`config.mk`:
```
export PLATFORM = sky130hd
export DESIGN_NAME = periodic_neighbour_cell_enum_core
export DESIGN_NICKNAME = d
export VERILOG_FILES = /design/src/hw/rtl/pnce_pkg.sv /design/src/hw/rtl/periodic_neighbour_cell_enum_core.sv /design/src/hw/rtl/pnce_front.sv /design/src/hw/rtl/pnce_queue.sv /design/src/hw/rtl/pnce_back.sv
export SDC_FILE = /design/constraint.sdc
export NUM_CORES = 1
export LEC_CHECK = 0
export ABC_AREA = 1
export BUFFER_PORTS_ARGS = -buffer_cell sky130_fd_sc_hd__buf_4
export CAP_MARGIN = 20
export CORE_UTILIZATION = 54
export DETAILED_ROUTE_END_ITERATION = 10
export GPL_TIMING_DRIVEN = 1
export HOLD_SLACK_MARGIN = 0.02
export PLACE_DENSITY = 0.74
export SYNTH_ARGS = -nofsm -noshare
export SYNTH_HDL_FRONTEND = slang
export SYNTH_SLANG_ARGS = --single-unit
```
`constraint.sdc`:
```
create_clock -name clk_i -period 4.6 [get_ports clk_i]
set_input_delay 0.23 -clock clk_i [delete_from_list [all_inputs] [get_ports clk_i]]
set_output_delay 0.23 -clock clk_i [all_outputs]
set_load 0.01 [all_outputs]
```
`src/hw/rtl/pnce_pkg.sv`:
```
// Package with shared types, constants and the neighbor offset table.
`default_nettype none
package pnce_pkg;

  localparam int unsigned MAX_SIDE   = 64;
  localparam int unsigned SIDE_W     = 7;
  localparam int unsigned COORD_W    = 6;
  localparam int unsigned CELL_W     = 18;
  localparam int unsigned SLOT_W     = 5;
  localparam int unsigned QUEUE_DEPTH = 2;

  localparam logic [SLOT_W-1:0] HALF_LAST_SLOT = 5'd12;
  localparam logic [SLOT_W-1:0] FULL_LAST_SLOT = 5'd25;

  // Configuration register indexes.
  localparam logic REG_CELLS_PER_SIDE = 1'b0;
  localparam logic REG_FULL_SHELL     = 1'b1;

  typedef enum logic [1:0] {
    OFF_MINUS = 2'd0,
    OFF_ZERO  = 2'd1,
    OFF_PLUS  = 2'd2
  } offset_e;

  typedef struct packed {
    offset_e dx;
    offset_e dy;
    offset_e dz;
  } offset_t;

  // The three candidate coordinates along one axis, already wrapped.
  typedef struct packed {
    logic [COORD_W-1:0] minus;
    logic [COORD_W-1:0] zero;
    logic [COORD_W-1:0] plus;
  } axis_t;

  // One classified item as it travels from the front to the back.
  typedef struct packed {
    logic              err;
    logic              full;
    logic [SIDE_W-1:0] side;
    axis_t             ax;
    axis_t             ay;
    axis_t             az;
  } desc_t;

  function automatic offset_t slot_offset(input logic [SLOT_W-1:0] slot);
    offset_t o;
    case (slot)
      5'd0:  o = '{OFF_PLUS,  OFF_ZERO,  OFF_ZERO};
      5'd1:  o = '{OFF_PLUS,  OFF_PLUS,  OFF_ZERO};
      5'd2:  o = '{OFF_ZERO,  OFF_PLUS,  OFF_ZERO};
      5'd3:  o = '{OFF_MINUS, OFF_PLUS,  OFF_ZERO};
      5'd4:  o = '{OFF_MINUS, OFF_PLUS,  OFF_PLUS};
      5'd5:  o = '{OFF_ZERO,  OFF_PLUS,  OFF_PLUS};
      5'd6:  o = '{OFF_PLUS,  OFF_PLUS,  OFF_PLUS};
      5'd7:  o = '{OFF_MINUS, OFF_ZERO,  OFF_PLUS};
      5'd8:  o = '{OFF_ZERO,  OFF_ZERO,  OFF_PLUS};
      5'd9:  o = '{OFF_PLUS,  OFF_ZERO,  OFF_PLUS};
      5'd10: o = '{OFF_MINUS, OFF_MINUS, OFF_PLUS};
      5'd11: o = '{OFF_ZERO,  OFF_MINUS, OFF_PLUS};
      5'd12: o = '{OFF_PLUS,  OFF_MINUS, OFF_PLUS};
      5'd13: o = '{OFF_MINUS, OFF_ZERO,  OFF_ZERO};
      5'd14: o = '{OFF_PLUS,  OFF_MINUS, OFF_ZERO};
      5'd15: o = '{OFF_ZERO,  OFF_MINUS, OFF_ZERO};
      5'd16: o = '{OFF_MINUS, OFF_MINUS, OFF_ZERO};
      5'd17: o = '{OFF_MINUS, OFF_PLUS,  OFF_MINUS};
      5'd18: o = '{OFF_ZERO,  OFF_PLUS,  OFF_MINUS};
      5'd19: o = '{OFF_PLUS,  OFF_PLUS,  OFF_MINUS};
      5'd20: o = '{OFF_MINUS, OFF_ZERO,  OFF_MINUS};
      5'd21: o = '{OFF_ZERO,  OFF_ZERO,  OFF_MINUS};
      5'd22: o = '{OFF_PLUS,  OFF_ZERO,  OFF_MINUS};
      5'd23: o = '{OFF_MINUS, OFF_MINUS, OFF_MINUS};
      5'd24: o = '{OFF_ZERO,  OFF_MINUS, OFF_MINUS};
      5'd25: o = '{OFF_PLUS,  OFF_MINUS, OFF_MINUS};
      default: o = '{OFF_ZERO, OFF_ZERO, OFF_ZERO};
    endcase
    return o;
  endfunction

  function automatic logic [COORD_W-1:0] axis_pick(input axis_t a, input offset_e d);
    logic [COORD_W-1:0] v;
    case (d)
      OFF_MINUS: v = a.minus;
      OFF_PLUS:  v = a.plus;
      default:   v = a.zero;
    endcase
    return v;
  endfunction

endpackage
`default_nettype wire

```
`src/hw/rtl/periodic_neighbour_cell_enum_core.sv`:
```
// Top level of the periodic neighbor cell enumerator.
//
//  channel   direction  handshake                   payload
//  s_axis    in         s_axis_tvalid/s_axis_tready cell_x, cell_y, cell_z
//  m_axis    out        m_axis_tvalid/m_axis_tready neighbour_cell, slot, last, error
//  cfg       in         cfg_we_i (no wait)          cells_per_side, full_shell
//
// Each cell coordinate yields 13 results (half shell) or 26 (full shell), one per
// cycle while the output is not stalled; an out-of-range coordinate yields a single
// flagged result. The back end's slot sequencer paces the results. The first result
// passes through the s1, s2 and output registers after the item reaches the head of
// the queue. Reset returns the side to 3 and selects the half shell. A stall on the
// output freezes the index pipeline only; the front keeps taking transactions until
// the two-entry queue is full.
`default_nettype none
module periodic_neighbour_cell_enum_core
  import pnce_pkg::*;
(
  input  wire logic                clk_i,
  input  wire logic                rst_ni,
  // Configuration write port.
  input  wire logic                cfg_we_i,
  input  wire logic                cfg_idx_i,
  input  wire logic [SIDE_W-1:0]   cfg_wdata_i,
  // Input stream.
  input  wire logic                s_axis_tvalid,
  output logic                     s_axis_tready,
  input  wire logic [23:0]         s_axis_tdata,  // cell_x[5:0], cell_y[11:6], cell_z[17:12]
  // Output stream.
  output logic                     m_axis_tvalid,
  input  wire logic                m_axis_tready,
  output logic [23:0]              m_axis_tdata,  // neighbour_cell[17:0], neighbour_slot[22:18]
  output logic                     m_axis_tlast,
  output logic                     m_axis_tuser   // coord_error[0]
);

  logic [SIDE_W-1:0] side_q;
  logic              full_q;
  logic [SIDE_W-1:0] side_eff;

  desc_t             front_desc;
  desc_t             head;
  logic              push;
  logic              queue_not_full;
  logic              queue_not_empty;
  logic              pop;
  logic [CELL_W-1:0] out_cell;
  logic [SLOT_W-1:0] out_slot;

  // Configuration registers; the user must write them only while the block is idle, which the block does not enforce.
  always_ff @(posedge clk_i or negedge rst_ni) begin
    if (!rst_ni) begin
      side_q <= 7'd3;
      full_q <= 1'b0;
    end else if (cfg_we_i) begin
      case (cfg_idx_i)
        REG_CELLS_PER_SIDE: side_q <= cfg_wdata_i;
        REG_FULL_SHELL:     full_q <= cfg_wdata_i[0];
        default:            side_q <= side_q;
      endcase
    end
  end

  // Sides above the supported maximum behave as the maximum.
  assign side_eff = (side_q > SIDE_W'(MAX_SIDE)) ? SIDE_W'(MAX_SIDE) : side_q;

  assign s_axis_tready = queue_not_full;
  assign push          = s_axis_tvalid && queue_not_full;

  pnce_front u_front (
    .cell_x_i (s_axis_tdata[5:0]),
    .cell_y_i (s_axis_tdata[11:6]),
    .cell_z_i (s_axis_tdata[17:12]),
    .side_i   (side_eff),
    .full_i   (full_q),
    .desc_o   (front_desc)
  );

  pnce_queue u_queue (
    .clk_i       (clk_i),
    .rst_ni      (rst_ni),
    .push_i      (push),
    .push_data_i (front_desc),
    .not_full_o  (queue_not_full),
    .pop_i       (pop),
    .not_empty_o (queue_not_empty),
    .head_o      (head)
  );

  pnce_back u_back (
    .clk_i        (clk_i),
    .rst_ni       (rst_ni),
    .head_valid_i (queue_not_empty),
    .head_i       (head),
    .pop_o        (pop),
    .out_valid_o  (m_axis_tvalid),
    .out_ready_i  (m_axis_tready),
    .out_cell_o   (out_cell),
    .out_slot_o   (out_slot),
    .out_last_o   (m_axis_tlast),
    .out_err_o    (m_axis_tuser)
  );

  assign m_axis_tdata = {1'b0, out_slot, out_cell};

  // An error result is a lone, empty, final transaction.
  assert property (@(posedge clk_i) disable iff (!rst_ni)
    m_axis_tvalid && m_axis_tuser |-> m_axis_tlast && (m_axis_tdata == '0))
    else $error("error result not a single empty final transaction");

  // A normal run ends on the last slot of the half or the full shell.
  assert property (@(posedge clk_i) disable iff (!rst_ni)
    m_axis_tvalid && m_axis_tlast && !m_axis_tuser |->
      (m_axis_tdata[22:18] == HALF_LAST_SLOT) || (m_axis_tdata[22:18] == FULL_LAST_SLOT))
    else $error("run ended on an unexpected slot");

  // Inside a run the next result is always already in the pipeline.
  assert property (@(posedge clk_i) disable iff (!rst_ni)
    m_axis_tvalid && !m_axis_tlast |=> m_axis_tvalid)
    else $error("gap inside a run of results");

  // The queue is popped only when it holds an item.
  assert property (@(posedge clk_i) disable iff (!rst_ni)
    pop |-> queue_not_empty)
    else $error("queue popped while empty");

endmodule
`default_nettype wire

```
`src/hw/rtl/pnce_front.sv`:
```
// Front end: range check and periodic wrap of an incoming cell coordinate.
`default_nettype none
module pnce_front
  import pnce_pkg::*;
(
  input  wire logic [COORD_W-1:0] cell_x_i,
  input  wire logic [COORD_W-1:0] cell_y_i,
  input  wire logic [COORD_W-1:0] cell_z_i,
  input  wire logic [SIDE_W-1:0]  side_i,
  input  wire logic               full_i,
  output desc_t                   desc_o
);

  function automatic axis_t wrap_axis(input logic [COORD_W-1:0] c,
                                      input logic [SIDE_W-1:0]  s);
    axis_t a;
    logic [SIDE_W-1:0] inc;
    inc     = {1'b0, c} + 7'd1;
    a.zero  = c;
    a.minus = (c == '0) ? COORD_W'(s - 7'd1) : c - 6'd1;
    a.plus  = (inc == s) ? '0 : inc[COORD_W-1:0];
    return a;
  endfunction

  always_comb begin
    desc_o.err  = ({1'b0, cell_x_i} >= side_i) || ({1'b0, cell_y_i} >= side_i) ||
                  ({1'b0, cell_z_i} >= side_i);
    desc_o.full = full_i;
    desc_o.side = side_i;
    desc_o.ax   = wrap_axis(cell_x_i, side_i);
    desc_o.ay   = wrap_axis(cell_y_i, side_i);
    desc_o.az   = wrap_axis(cell_z_i, side_i);
  end

endmodule
`default_nettype wire

```
`src/hw/rtl/pnce_queue.sv`:
```
// Short queue of classified items between the front and the back.
`default_nettype none
module pnce_queue
  import pnce_pkg::*;
(
  input  wire logic  clk_i,
  input  wire logic  rst_ni,
  input  wire logic  push_i,
  input  wire desc_t push_data_i,
  output logic       not_full_o,
  input  wire logic  pop_i,
  output logic       not_empty_o,
  output desc_t      head_o
);

  localparam int unsigned PTR_W = (QUEUE_DEPTH > 1) ? $clog2(QUEUE_DEPTH) : 1;
  localparam int unsigned CNT_W = $clog2(QUEUE_DEPTH + 1);

  desc_t              mem_q [QUEUE_DEPTH];
  logic [PTR_W-1:0]   wr_ptr_q, wr_ptr_d;
  logic [PTR_W-1:0]   rd_ptr_q, rd_ptr_d;
  logic [CNT_W-1:0]   count_q, count_d;

  assign not_full_o  = (count_q != CNT_W'(QUEUE_DEPTH));
  assign not_empty_o = (count_q != '0);
  assign head_o      = mem_q[rd_ptr_q];

  always_comb begin
    wr_ptr_d = wr_ptr_q;
    rd_ptr_d = rd_ptr_q;
    count_d  = count_q;
    if (push_i) begin
      wr_ptr_d = (wr_ptr_q == PTR_W'(QUEUE_DEPTH - 1)) ? '0 : wr_ptr_q + 1'b1;
    end
    if (pop_i) begin
      rd_ptr_d = (rd_ptr_q == PTR_W'(QUEUE_DEPTH - 1)) ? '0 : rd_ptr_q + 1'b1;
    end
    if (push_i && !pop_i) begin
      count_d = count_q + 1'b1;
    end else if (pop_i && !push_i) begin
      count_d = count_q - 1'b1;
    end
  end

  always_ff @(posedge clk_i or negedge rst_ni) begin
    if (!rst_ni) begin
      wr_ptr_q <= '0;
      rd_ptr_q <= '0;
      count_q  <= '0;
    end else begin
      wr_ptr_q <= wr_ptr_d;
      rd_ptr_q <= rd_ptr_d;
      count_q  <= count_d;
    end
  end

  always_ff @(posedge clk_i) begin
    if (push_i) begin
      mem_q[wr_ptr_q] <= push_data_i;
    end
  end

endmodule
`default_nettype wire

```
`src/hw/rtl/pnce_back.sv`:
```
// Back end: slot sequencer and index pipeline with the output register.
`default_nettype none
module pnce_back
  import pnce_pkg::*;
(
  input  wire logic               clk_i,
  input  wire logic               rst_ni,
  input  wire logic               head_valid_i,
  input  wire desc_t              head_i,
  output logic                    pop_o,
  output logic                    out_valid_o,
  input  wire logic               out_ready_i,
  output logic [CELL_W-1:0]       out_cell_o,
  output logic [SLOT_W-1:0]       out_slot_o,
  output logic                    out_last_o,
  output logic                    out_err_o
);

  localparam int unsigned P1_W = 2 * COORD_W;

  logic              adv;
  logic              issue;
  logic              last_slot;
  logic [SLOT_W-1:0] slot_q, slot_d;
  offset_t           off;
  logic [COORD_W-1:0] nx, ny, nz;
  logic [COORD_W+SIDE_W-1:0] mul1;
  logic [P1_W+SIDE_W-1:0]    mul2;

  logic                s1_valid_q, s2_valid_q, out_valid_q;
  logic [P1_W-1:0]     s1_prod_q;
  logic [COORD_W-1:0]  s1_ny_q, s1_nz_q, s2_nz_q;
  logic [SIDE_W-1:0]   s1_side_q;
  logic [CELL_W-1:0]   s2_prod_q;
  logic [SLOT_W-1:0]   s1_slot_q, s2_slot_q, out_slot_q;
  logic                s1_last_q, s2_last_q, out_last_q;
  logic                s1_err_q, s2_err_q, out_err_q;
  logic [CELL_W-1:0]   out_cell_q;

  // The whole pipeline moves together whenever the output register frees up.
  assign adv       = !out_valid_q || out_ready_i;
  assign issue     = adv && head_valid_i;
  assign last_slot = head_i.err ||
                     (slot_q == (head_i.full ? FULL_LAST_SLOT : HALF_LAST_SLOT));
  assign pop_o     = issue && last_slot;
  assign slot_d    = issue ? (last_slot ? '0 : slot_q + 5'd1) : slot_q;

  assign off  = slot_offset(slot_q);
  assign nx   = axis_pick(head_i.ax, off.dx);
  assign ny   = axis_pick(head_i.ay, off.dy);
  assign nz   = axis_pick(head_i.az, off.dz);
  assign mul1 = {{SIDE_W{1'b0}}, nx} * {{COORD_W{1'b0}}, head_i.side};
  assign mul2 = {{SIDE_W{1'b0}}, s1_prod_q + {{COORD_W{1'b0}}, s1_ny_q}} *
                {{P1_W{1'b0}}, s1_side_q};

  always_ff @(posedge clk_i or negedge rst_ni) begin
    if (!rst_ni) begin
      slot_q      <= '0;
      s1_valid_q  <= 1'b0;
      s2_valid_q  <= 1'b0;
      out_valid_q <= 1'b0;
    end else begin
      slot_q <= slot_d;
      if (adv) begin
        s1_valid_q  <= issue;
        s2_valid_q  <= s1_valid_q;
        out_valid_q <= s2_valid_q;
      end
    end
  end

  always_ff @(posedge clk_i) begin
    if (adv) begin
      s1_prod_q  <= mul1[P1_W-1:0];
      s1_ny_q    <= ny;
      s1_nz_q    <= nz;
      s1_side_q  <= head_i.side;
      s1_slot_q  <= head_i.err ? '0 : slot_q;
      s1_last_q  <= last_slot;
      s1_err_q   <= head_i.err;
      s2_prod_q  <= mul2[CELL_W-1:0];
      s2_nz_q    <= s1_nz_q;
      s2_slot_q  <= s1_slot_q;
      s2_last_q  <= s1_last_q;
      s2_err_q   <= s1_err_q;
      out_cell_q <= s2_err_q ? '0 : s2_prod_q + {{(CELL_W-COORD_W){1'b0}}, s2_nz_q};
      out_slot_q <= s2_slot_q;
      out_last_q <= s2_last_q;
      out_err_q  <= s2_err_q;
    end
  end

  assign out_valid_o = out_valid_q;
  assign out_cell_o  = out_cell_q;
  assign out_slot_o  = out_slot_q;
  assign out_last_o  = out_last_q;
  assign out_err_o   = out_err_q;

endmodule
`default_nettype wire
```
Word-level counts from Yosys, hierarchy flattened

Memory sizes are Yosys's and may differ from the RTL's.
Cells that the tools add are included.

Flip-flop bits (word level): 114
Bits in writable memories: 126
Bits in read-only memories: 192
Output and inout bits: 28
Word-level logic and storage cells: 96
Memories: 2

Memory list:

| memory          | depth | width | rd ports | clocked after memory_dff | wr ports | RTL line         | source |
|---|---|---|---|---|---|---|---|
| (no name shown) | 32    | 6     | 1        | 0                        | 0        | pnce_pkg.sv:50   | `case (slot)` |
| u_queue.mem_q   | 2     | 63    | 1        | 0                        | 1        | pnce_queue.sv:19 | `desc_t mem_q [QUEUE_DEPTH];` |

Add/subtract/negate cells: 14
$mul: 2
Magnitude comparators: 4
Equality and inequality tests: 8
Multiplexer cells: 18
Bitwise operators: 1
Reduce and logical (&&, ||, !) cells: 22

Operator list:

| kind                                                                | number |
|---|---|
| 6-bit two-way mux                                                   | 6 |
| 6-bit case mux with 2 select lines                                  | 3 |
| 6-bit by 1-bit subtractor with 6-bit output (second input constant) | 4 |
| 6-bit by 1-bit adder with 7-bit output (second input constant)      | 3 |
| 7-bit == test                                                       | 3 |
| 6-bit by 7-bit >= comparator with 1-bit output                      | 3 |
| 18-bit by 6-bit adder with 18-bit output                            | 1 |
| 6-bit zero test                                                     | 3 |
| 12-bit by 7-bit multiplier with 18-bit output                       | 1 |
| 12-bit by 6-bit adder with 12-bit output                            | 1 |
| 6-bit by 7-bit multiplier with 12-bit output                        | 1 |
| 5-bit two-way mux                                                   | 2 |
| 7-bit greater-than comparator (second input constant)               | 1 |
| 7-bit two-way mux                                                   | 1 |
| 2-bit == test (second input constant)                               | 3 |
| 2-bit zero test                                                     | 3 |
| 5-bit by 1-bit adder with 5-bit output (second input constant)      | 1 |
| 5-bit == test                                                       | 1 |
| 1-bit logical AND                                                   | 5 |
| 1-bit logical OR                                                    | 4 |
| 1-bit two-way mux                                                   | 4 |
| 2-bit two-way mux                                                   | 2 |
| 2-bit AND reduction                                                 | 2 |
| 2-bit nonzero test                                                  | 2 |
| 6 further kinds                                                     | 9 |

Logic depth before layout (Yosys ltp)

Gate-level depths: netlist of run 1.
An unclocked memory read counts as a cell.

Depth after elaboration: 8
Depth in mapped cells: 31

Cells and area by module

Synthesis of run 1 repeated with hierarchy kept, for this count alone.

Cells, all modules: 1,571
Area, all modules: 16,089.2 um^2

Modules (own cells, without submodules):

| module                            | instances | cells each | area each (um^2) | sequential area each (um^2) |
|---|---|---|---|---|
| pnce_back                         | 1         | 940        | 8,645.8          | 3,022.9 |
| pnce_queue                        | 1         | 221        | 5,052.3          | 3,883.7 |
| pnce_front                        | 1         | 359        | 1,984.4          | 0.0 |
| periodic_neighbour_cell_enum_core | 1         | 51         | 406.6            | 202.7 |

Least setup slack after synthesis of run 1

OpenSTA, ideal clock, no wires.

Path type: register to register
Start: reg u_back.s1_ny_q[2]
End: reg u_back.s2_prod_q[15], data pin
Library setup time: 0.258 ns
Data arrival time: 4.751 ns
Setup slack: -0.409 ns
Stages on the path, launching flop included: 23
Path buffers: 0
Clock period less this slack: 5.009 ns
Cell sequence: edfxtp_1 ha_1 a21oi_1 nand2_1 nand2_1 nand3_1 or2_2 nand2_1 nor2_1 fa_1 fa_1 fa_1 inv_1 fa_1 inv_1 ha_1 nand2_1 inv_1 a21oi_1 nor3_1 nor3_1 nand2_1 xor2_1

Word-level cells in the longest chain between the ends: 2

Ends and longest elaborated chain:

| element                                       | RTL line        | source |
|---|---|---|
| from (decl)                                   | pnce_back.sv:32 | `logic [COORD_W-1:0] s1_ny_q, s1_nz_q, s2_nz_q;` |
| from (signal assigned)                        | pnce_back.sv:75 | `s1_ny_q <= ny;` |
| 12-bit by 6-bit adder with 12-bit output      | pnce_back.sv:53 | `assign mul2 = {{SIDE_W{1'b0}}, s1_prod_q + {{COORD_W{1'b0}}, s1_ny_q}} *` |
| 12-bit by 7-bit multiplier with 18-bit output | pnce_back.sv:53 |  |
| via u_back.mul2[15]                           | pnce_back.sv:28 | `logic [P1_W+SIDE_W-1:0] mul2;` |
| to (signal assigned)                          | pnce_back.sv:81 | `s2_prod_q <= mul2[CELL_W-1:0];` |
| to (decl)                                     | pnce_back.sv:34 | `logic [CELL_W-1:0] s2_prod_q;` |

The timed path passes the listed nets, and every way through them passes these cells.
A chain may end at the register's enable or synchronous reset.

Final worst setup path of run 1

Start: reg u_back.s1_ny_q[0]
End: reg u_back.s2_prod_q[15], data pin

The elaborated chain is that of the path after synthesis.

==> flow_summary.toml, run 1 <==
[placed_design]
place_hpwl_mm = 25.4
gp_congestion = 0.926
place_area_mm2 = 0.0173
io_buffers = 57

[floorplanning]
die_w_um = 171
die_h_um = 171
start_util = 0.551
row_count = 61
core-area_mm2 = 0.0279
die-area_mm2 = 0.0291
io_pins = 65

[yosys]
yosysUniqueCellTypes = 55
synth_edf_count = 220
syn_avg_cell_area_um2 = 9.85
synth.top_cells.by_area = "edfxtp_1 (43%), fa_1 (9.1%), ha_1 (8.3%)"
post-synth-top-count-cell = "nand2_1"
yosys_warnings = 0
yosysTopAreaCellShare = 0.431
ys_top_cells_by_count = "nand2_1 (306), edfxtp_1 (220), inv_1 (193), nor2_1 (175), ha_1 (102)"
synthArstFlopShare = 0.0833
synth_largest_area_cell = "edfxtp_1"
mappedNetlistNets = 1767
ys_seq_elements = 240
netlist_instances = 1558
syn_area_mm2 = 0.0153
ys_seq_area_frac = 0.463
ys.flop_type = "edfxtp_1"

[clock_network]
numCtsBuffers = 27
clock-sinks = 240
cts-htree-levels = 1
clockBufferDepth = 3
cts-root-buf = "clkbuf_16"
path_clk_slew_ns = 0.06
clock_latency_ns = 0.55
cts_tree = "done"

[route]
viasPerCell = 5.37
antenna_left = 0
drc_errors = 0
num_vias = 11859
wl_per_cell_um = 16.5
finalWirelength_mm = 36.4
drtPass1Iterations = 5
drtIter0Drc = 780

[setup_path]
required_ns = 4.88
crit_top_cell = "fa_1"
path_cells = "ha_2 > inv_2 > fa_2 > nor3_4 > nor2_4 > nor2_4 > a21o_1 > nand2_4 > nor2_4 > fa_1 > fa_1 > fa_1 > inv_1 > fa_1 > inv_2 > ha_4 > nand2_2 > nand2_4 > a21oi_2 > nor3_2 > nor3_2 > nand2_1 > xor2_1"
end_kind = "register"
worstSetupStartpointType = "register"
slowest_delay_ns = 0.54
reg2reg_depth = 23
cp.arrival_ns = 5.46
cpMaxStageDelayCell = "fa_1"
crit_type = "register to register"
cp_max_fo = 5

[global_route]
met2_usage = 0.464
grt_usage = 0.256
grt_first_pass_wirelength_mm = 58.3
grt_pass1_vias = 11945
use_met3 = 0.0393
busiest_layer = "met2"
grt_max_degree = 66
met1_usage = 0.307
antenna_found_initial = 0
overflow = 0

[run_status]
outcome = "finished with violations"
violations = "setup timing"

[layout]
design_area_mm2 = 0.0195
drive_above_1_share = 0.277
diodes = 0
area_growth_pct = 27.3
multi_input_area_mm2 = 0.00820
fin_nets = 2020
fillers = 1971
regArea_mm2 = 0.00711

[timing]
hold_viol = 0
fmax_ghz = 0.193
min_period_over_period = 1.13
final-setup-viol-count = 14
slew_violations = 0
worstMarginPinSlew_ns = 0.977
clock_skew_ns = 0.0268
finalWorstSetupSlack_ns = -0.582
finalCriticalPeriod_ns = 5.18
max_slew_margin = 0.347
rsz0062_at_grt = "true"

[flow_run]
drv.max_cap_violation_count = 0

[min_path]
hp-class = "input port to asynchronous set/reset pin"
metrics by stage:
stage                     cells   util  hold slack, ns  TNS (ns)  worst slack, ns
after floorplan            1558      -         -0.0656     -1.06           -0.178
after global placement     2095  0.621           0.133     -2.97           -0.329
after detailed placement   2095  0.621           0.133     -4.55           -0.426
after CTS                  2188  0.680          0.0963     -3.79           -0.436
after global routing       2208  0.701           0.131     -8.44           -0.824
final                      2208  0.701           0.103     -5.41           -0.582
cells in the final DEF (no fill, tap or decap), types with 7 or more instances in the layout:
master,n
a21oi_1,58
a21oi_2,13
a22o_1,12
a31oi_1,7
buf_4,198
buf_6,19
clkbuf_16,27
dfrtp_1,17
dlygate4sd3_1,29
edfxtp_1,220
fa_1,63
fa_2,7
ha_1,76
ha_4,23
inv_1,169
inv_2,31
mux2i_1,8
nand2_1,272
nand2_2,35
nand2_4,11
nand3_1,68
nand3_2,12
nand3_4,8
nand4_1,25
nor2_1,147
nor2_2,26
nor2_4,14
nor3_2,7
o211ai_1,9
o21ai_0,39
o21ai_1,12
o21ai_2,8
or2_2,12
xnor2_1,9
xor2_1,39
final timing paths:
kind / startpoint / end / slack [ns]
setup / recovery: u_back.s1_ny_q[0] / u_back.s2_prod_q[15] / -0.58
hold / removal: rst_ni / full_q / 0.10
setup reg to reg: u_back.s1_ny_q[0] / u_back.s2_prod_q[15] / -0.58
hold reg to reg: u_back.s1_slot_q[4] / u_back.s2_slot_q[4] / 0.42
max in group asynchronous: rst_ni / side_q[1] / 4.21
min in group clk_i: cfg_idx_i / side_q[1] / 0.21
routing by layer:
layer,vias up,part of all wire
li1,5717,-
met1,5670,0.40
met2,385,0.51
met3,87,0.056
met4,0,0.037
met5,-,0
timing repair:
| item | CTS | global route |
|---|---|---|
| hold endpoints to repair | 65 | 0 |
| endpoints found under the setup margin | 17 | 19 |
| buffers inserted | 16 | 19 |
| resized for setup | 90 | 96 |
| hold buffers | 29 | 0 |
| pin swaps | 75 | 79 |
cell type report:
class	count	area share
Multi-Input combinational cell	1082	0.420
Sequential cell	240	0.364
Clock buffer	33	0.0357
Clock inverter	15	0.00897
Timing Repair Buffer	250	0.106
Inverter	210	0.0412
Tap cell	378	0.0242
kinds of logic (layout without fill, tap and decap cells):
group                      count (synthesis)  count (layout)  share of synthesized area
xor gates and xnor gates                  53              53                     0.0307
AOI/OAI and AO/OA                        191             191                     0.0749
muxes                                     12              12                    0.00815
adders and majority gates                172             172                      0.175
and+or+nand+nor                          653             653                      0.186
other                                      1               1                   0.000244
DFF                                      240             240                      0.463
buffers and inverters                    236             508                     0.0617
state kept, by name (all words and copies together) (netlist names), 2 cells and up:
register	cells
u_back.s2_prod_q	18
u_back.s1_nz_q	6
u_back.out_slot_o	5
u_queue.mem_q	126
u_back.s1_slot_q	5
u_back.s2_slot_q	5
u_back.slot_q	5
u_back.s1_prod_q	12
side_q	7
u_back.s2_nz_q	6
u_back.s1_side_q	7
u_queue.count_q	2
u_back.out_cell_o	18
u_back.s1_ny_q	6
worst max-delay path, delay by kind of cell, from the launching register on:
kind,cells,cell delay (ns)
fa+ha+maj,7,2.88
simple gates,10,1.05
flops,1,0.36
compound gates,2,0.30
xor+xnor,1,0.15
buf+inv,3,0.14
Power of run 1 is left out: the tool's default activity adds up to more than one toggle a clock period on the data nets, which glitch-free logic cannot reach.
==> run 2, diff against run 1 <==
- CORE_MARGIN: not set -> 2
==> run 2 against run 1 <==
Compared with the run above: the flow still finishes with violations (setup timing); sequential share of layout area is 0.42 points higher; clock skew is 0.0060 ns lower; first-iteration DRC count is 7.8% lower; setup slack better by 0.14 ns; cell count is 0.63% lower; clock-buffer cell count is 2 lower; via count is 0.49% lower; flip-flop and latch count stayed put; critical path depth is 1 lower; core utilization is 0.81 points lower; die area is 2.4% higher; critical endpoint unchanged; highest routed layer unchanged.
==> flow_summary.toml, run 2 (synthesis gave the netlist of run 1 again) <==
[timing]
final-setup-viol-count = 13
max_slew_margin = 0.402
worstMarginPinSlew_ns = 0.895
rsz0062_at_grt = "true"
finalCriticalPeriod_ns = 5.04
hold_viol = 0
finalWorstSetupSlack_ns = -0.443
min_period_over_period = 1.10
clock_skew_ns = 0.0209
fmax_ghz = 0.198
slew_violations = 0

[placed_design]
dp_cells = 2085
io_buffers = 57
place_hpwl_mm = 25.4
gp_congestion = 0.890

[setup_path]
crit_type = "register to register"
worstSetupStartpointType = "register"
required_ns = 4.88
cp_max_fo = 6
end_kind = "register"
cp.arrival_ns = 5.32

[global_route]
grt_max_degree = 66
use_met3 = 0.0299
busiest_layer = "met2"
met2_usage = 0.430
antenna_found_initial = 1
grt_first_pass_wirelength_mm = 57.5
grt_usage = 0.236
met1_usage = 0.292
grt_pass1_vias = 11926
overflow = 0

[floorplanning]
core-area_mm2 = 0.0279
die-area_mm2 = 0.0298
row_count = 61
io_pins = 65
die_h_um = 173
die_w_um = 173
start_util = 0.551

[route]
num_vias = 11801
drc_errors = 0
drtPass1Iterations = 8
viasPerCell = 5.38
drtIter0Drc = 719
antenna_left = 0
finalWirelength_mm = 36.3
wl_per_cell_um = 16.5

[layout]
final_cell_mix = "nand2_1 (282), edfxtp_1 (220), buf_4 (194)"
largest_reg_flops = 126
multi_input_area_mm2 = 0.00820
largest_register = "u_queue.mem_q"
final_common_cell = "nand2_1"
fin_nets = 2006
final_cells = 2194
regArea_mm2 = 0.00711
fillers = 1993
diodes = 0
drive_above_1_share = 0.260
area_growth_pct = 25.9

[run_status]
outcome = "finished with violations"
violations = "setup timing"

[clock_network]
clock-sinks = 240
cts_tree = "done"
cts-root-buf = "clkbuf_16"
clockBufferDepth = 3
path_clk_slew_ns = 0.07
clock_latency_ns = 0.54
numCtsBuffers = 25
cts-htree-levels = 1

[min_path]
hp-class = "input port to asynchronous set/reset pin"

[flow_run]
drv.max_cap_violation_count = 0
==> run 2: changes by cell type in the layout (fill, tap and decap cells not counted), sizes merged <==
| cell | change |
|---|---|
| buf | -11 |
| clkinv | +8 |
| clkinvlp | -6 |
| clkbuf | -3 |
| bufinv | -1 |
| inv | -1 |
==> run 2: repair_timing <==
item / CTS / global route
setup buffers: 14 / 19
hold endpoints to repair: 65 / 0
setup endpoints to repair: 17 / 19
pin swaps: 47 / 65
hold buffers: 29 / 0
gates resized for setup: 57 / 107
==> run 2: final timing paths <==
| path | from | endpoint | cells past startpoint | slack (ns) |
|---|---|---|---|---|
| max reg2reg | u_back.s1_prod_q[0] | u_back.s2_prod_q[15] | 22 | -0.44 |
| max | u_back.s1_prod_q[0] | u_back.s2_prod_q[15] | 22 | -0.44 |
| min reg2reg | u_back.s1_slot_q[3] | u_back.s2_slot_q[3] | 0 | 0.42 |
| min in group clk_i | s_axis_tvalid | u_queue.wr_ptr_q | 5 | 0.18 |
| min | rst_ni | side_q[3] | 2 | 0.11 |
| max in group asynchronous | rst_ni | side_q[0] | 2 | 4.21 |
==> run 2: final cells by class <==
type,count,area share
timing repair buffer,238,0.100
clock inverter,15,0.00700
sequential,240,0.368
tap,378,0.0245
inverter,210,0.0415
multi-input combinational,1082,0.425
clock buffer,31,0.0336
==> run 2: stage by stage <==
stage	cell area, µm²	setup WS (ns)	setup TNS (ns)	hold slack [ns]	utilization
floorplan	15600	-0.178	-1.06	-0.0656	-
global placement	17200	-0.322	-2.95	0.133	0.618
detailed placement	17200	-0.457	-4.43	0.137	0.618
CTS	18700	-0.389	-3.07	0.101	0.670
global route	19300	-0.691	-6.76	0.133	0.693
finish	19300	-0.443	-3.71	0.109	0.693
==> run 2: worst max-delay path, cell delays in order (launching register included) <==
cell      delay (ns)
edfxtp_1        0.34
ha_2            0.18
inv_2           0.04
fa_2            0.37
nor3_4          0.16
nor2_4          0.08
nor2_4          0.14
a21o_1          0.19
nand2_4         0.10
nor2_4          0.09
fa_1            0.46
fa_1            0.48
fa_1            0.50
inv_2           0.04
fa_1            0.51
inv_2           0.04
ha_4            0.31
nand2_4         0.09
buf_4           0.15
nor4_2          0.22
nand2_1         0.10
nand2_1         0.10
xor2_1          0.07
==> run 2: per-layer routing <==
metal	up-vias	wire, µm
met5	-	0
met2	362	18500
met1	5667	14800
met4	0	1180
met3	87	1740
li1	5685	-
Power of run 2 is left out for the same reason.
==> run 3, diff against run 2 <==
- ABC_AREA: 1 -> 0
- REMOVE_ABC_BUFFERS: not set -> 1
==> run 3 against run 2 <==
Compared with the run above: the run still ends with setup timing left; worst hold slack worse by 0.043 ns; non-clock buffer count increased by 20; clock skew up 0.0054 ns; cell count shrank 11%; wire length is 5.3% lower; register-to-register slack worse by 0.47 ns; synthesized cell count down 16%; area after synthesis fell by 1.3%; sequential share of layout area is 0.28 points higher; via count down 9.5%.
==> flow_summary.toml, run 3 <==
[layout]
final_common_cell = "edfxtp_1"
fin_nets = 1754
design_area_mm2 = 0.0192
largest_reg_flops = 126
final_cell_mix = "edfxtp_1 (220), buf_4 (200), nor2_1 (107)"
diodes = 0
drive_above_1_share = 0.273
largest_register = "u_queue.mem_q"
area_growth_pct = 26.5

[setup_path]
cp.arrival_ns = 5.80
r2r_slack_ns = -0.91
cp_max_fo = 5
crit_type = "register to register"
crit_top_cell = "fa_1"
path_cells = "ha_2 > inv_2 > fa_2 > nor2b_1 > o21ai_1 > a21boi_1 > o21a_2 > o21a_4 > nor3b_4 > fa_1 > fa_1 > fa_1 > inv_2 > fa_1 > inv_2 > ha_4 > o21ai_2 > nand2b_1 > and2_4 > a41o_1 > o41a_1 > xor2_1"
slowest_delay_ns = 0.56
worstSetupStartpointType = "register"
end_kind = "register"
cpMaxStageDelayCell = "fa_1"
required_ns = 4.89

[placed_design]
io_buffers = 57
place_hpwl_mm = 23.3
dpl_worst_slack_ns = -1.25
place_area_mm2 = 0.0169
gp_congestion = 0.873

[timing]
finalCriticalPeriod_ns = 5.51
clock_skew_ns = 0.0262
finalWorstSetupSlack_ns = -0.909
fmax_ghz = 0.182
max_slew_margin = 0.353
rsz0062_at_grt = "true"
hold_viol = 0
final-setup-viol-count = 19
final.setup.tns_ns = -12.19
min_period_over_period = 1.20
worstMarginPinSlew_ns = 0.970
slew_violations = 0

[yosys]
yosys_warnings = 0
syn_area_mm2 = 0.0151
synth.top_cells.by_area = "edfxtp_1 (44%), fa_1 (9.3%), ha_1 (8.4%)"
synthArstFlopShare = 0.0833
ys_top_cells_by_count = "edfxtp_1 (220), nor2_1 (130), inv_1 (120), ha_1 (102), fa_1 (70)"
synth_edf_count = 220
ys_seq_elements = 240
post-synth-top-count-cell = "edfxtp_1"
ys.flop_type = "edfxtp_1"
ys_seq_area_frac = 0.469
synth_largest_area_cell = "edfxtp_1"
yosysUniqueCellTypes = 70
yosysTopAreaCellShare = 0.436
netlist_instances = 1301
syn_avg_cell_area_um2 = 11.6

[global_route]
grt_usage = 0.235
grt_max_degree = 76
overflow = 0
grt_first_pass_wirelength_mm = 54.6
grt_pass1_vias = 11122
antenna_found_initial = 0

[route]
drtIter0Drc = 804
finalWirelength_mm = 34.3
drc_errors = 0
drtPass1Iterations = 7
wl_per_cell_um = 17.7
antenna_left = 0
num_vias = 10685
viasPerCell = 5.50

[run_status]
outcome = "finished with violations"
violations = "setup timing"

[floorplanning]
io_pins = 65
die-area_mm2 = 0.0294
die_w_um = 171
core-area_mm2 = 0.0277
row_count = 61
die_h_um = 171
start_util = 0.547

[clock_network]
cts-root-buf = "clkbuf_16"
clock-sinks = 240
cts-htree-levels = 1
path_clk_slew_ns = 0.06
clock_latency_ns = 0.56
clockBufferDepth = 3
cts_tree = "done"
numCtsBuffers = 26

[min_path]
hp-class = "input port to register"

[flow_run]
drv.max_cap_violation_count = 0
## run 3: cell count changes after synthesis, sizes merged, moves of 21 or more
cell,before,now
nor2b,0,44
clkbuf,8,34
and2,1,51
nor2,187,130
nand3,88,25
inv,205,123
nand2b,0,27
mux2i,8,38
a211oi,0,25
a21oi,76,31
o21ai,60,39
nand2,318,57
xnor2,12,42
## run 3: kinds of logic after synthesis
group	Yosys count	synth area share
other cells	1	0.000248
xor+xnor	81	0.0507
flops	240	0.469
fa+ha+maj	172	0.177
compound gates	188	0.0840
mux	58	0.0444
buf+inv	166	0.0426
simple gates	395	0.132
## run 3: worst paths after layout
check / startpoint / to / depth (start not counted)
worst max-delay path: u_back.s1_prod_q[0] / u_back.s2_prod_q[13] / 22
min in group asynchronous: rst_ni / u_back.slot_q[0] / 2
worst min-delay path: s_axis_tvalid / u_queue.wr_ptr_q / 3
max in group asynchronous: rst_ni / side_q[1] / 2
worst min register to register: u_back.s1_slot_q[1] / u_back.s2_slot_q[1] / 0
worst max register to register: u_back.s1_prod_q[0] / u_back.s2_prod_q[13] / 22
## run 3: worst max-delay path: cells and delay by family, from the launching register on
kind                       cells  cell delay, ns
and+or+nand+nor                4            0.55
DFF                            1            0.37
AOI/OAI and AO/OA              7            1.38
adders and majority gates      7            2.66
xor gates and xnor gates       1            0.15
buffers and inverters          3            0.15
## run 3: through the flow
step | std cells | hold WS (ns) | utilization
after floorplan | 1258 | -0.0656 | -
after global routing | 1943 | 0.0670 | 0.692
after detailed placement | 1831 | 0.142 | 0.611
after CTS | 1934 | 0.0208 | 0.680
after global placement | 1831 | 0.139 | 0.611
final | 1943 | 0.0664 | 0.692
## run 3: layer usage
layer	wire length, µm	part of all wire	up-vias	global-route usage
li1	-	-	5067	-
met1	14000	0.41	5254	0.292
met2	17700	0.52	274	0.420
met3	1420	0.041	90	0.0308
met4	1200	0.035	0	0.0840
met5	0	0	-	0
## run 3: final cells by class
class	instances	area, µm²
Fill cell	1901	8540
Clock inverter	21	210
Sequential cell	240	7110
Tap cell	378	473
Multi-Input combinational cell	896	8120
Inverter	123	462
Clock buffer	27	654
Timing Repair Buffer	258	2140
## run 3: what timing repair did
item,CTS,global route
cloned,1,0
setup endpoints to repair,21,21
pin swaps,76,38
hold endpoints to repair,64,0
hold buffers,27,0
gates resized for setup,130,56
setup buffers,29,12
Power of run 3 is left out for the same reason.
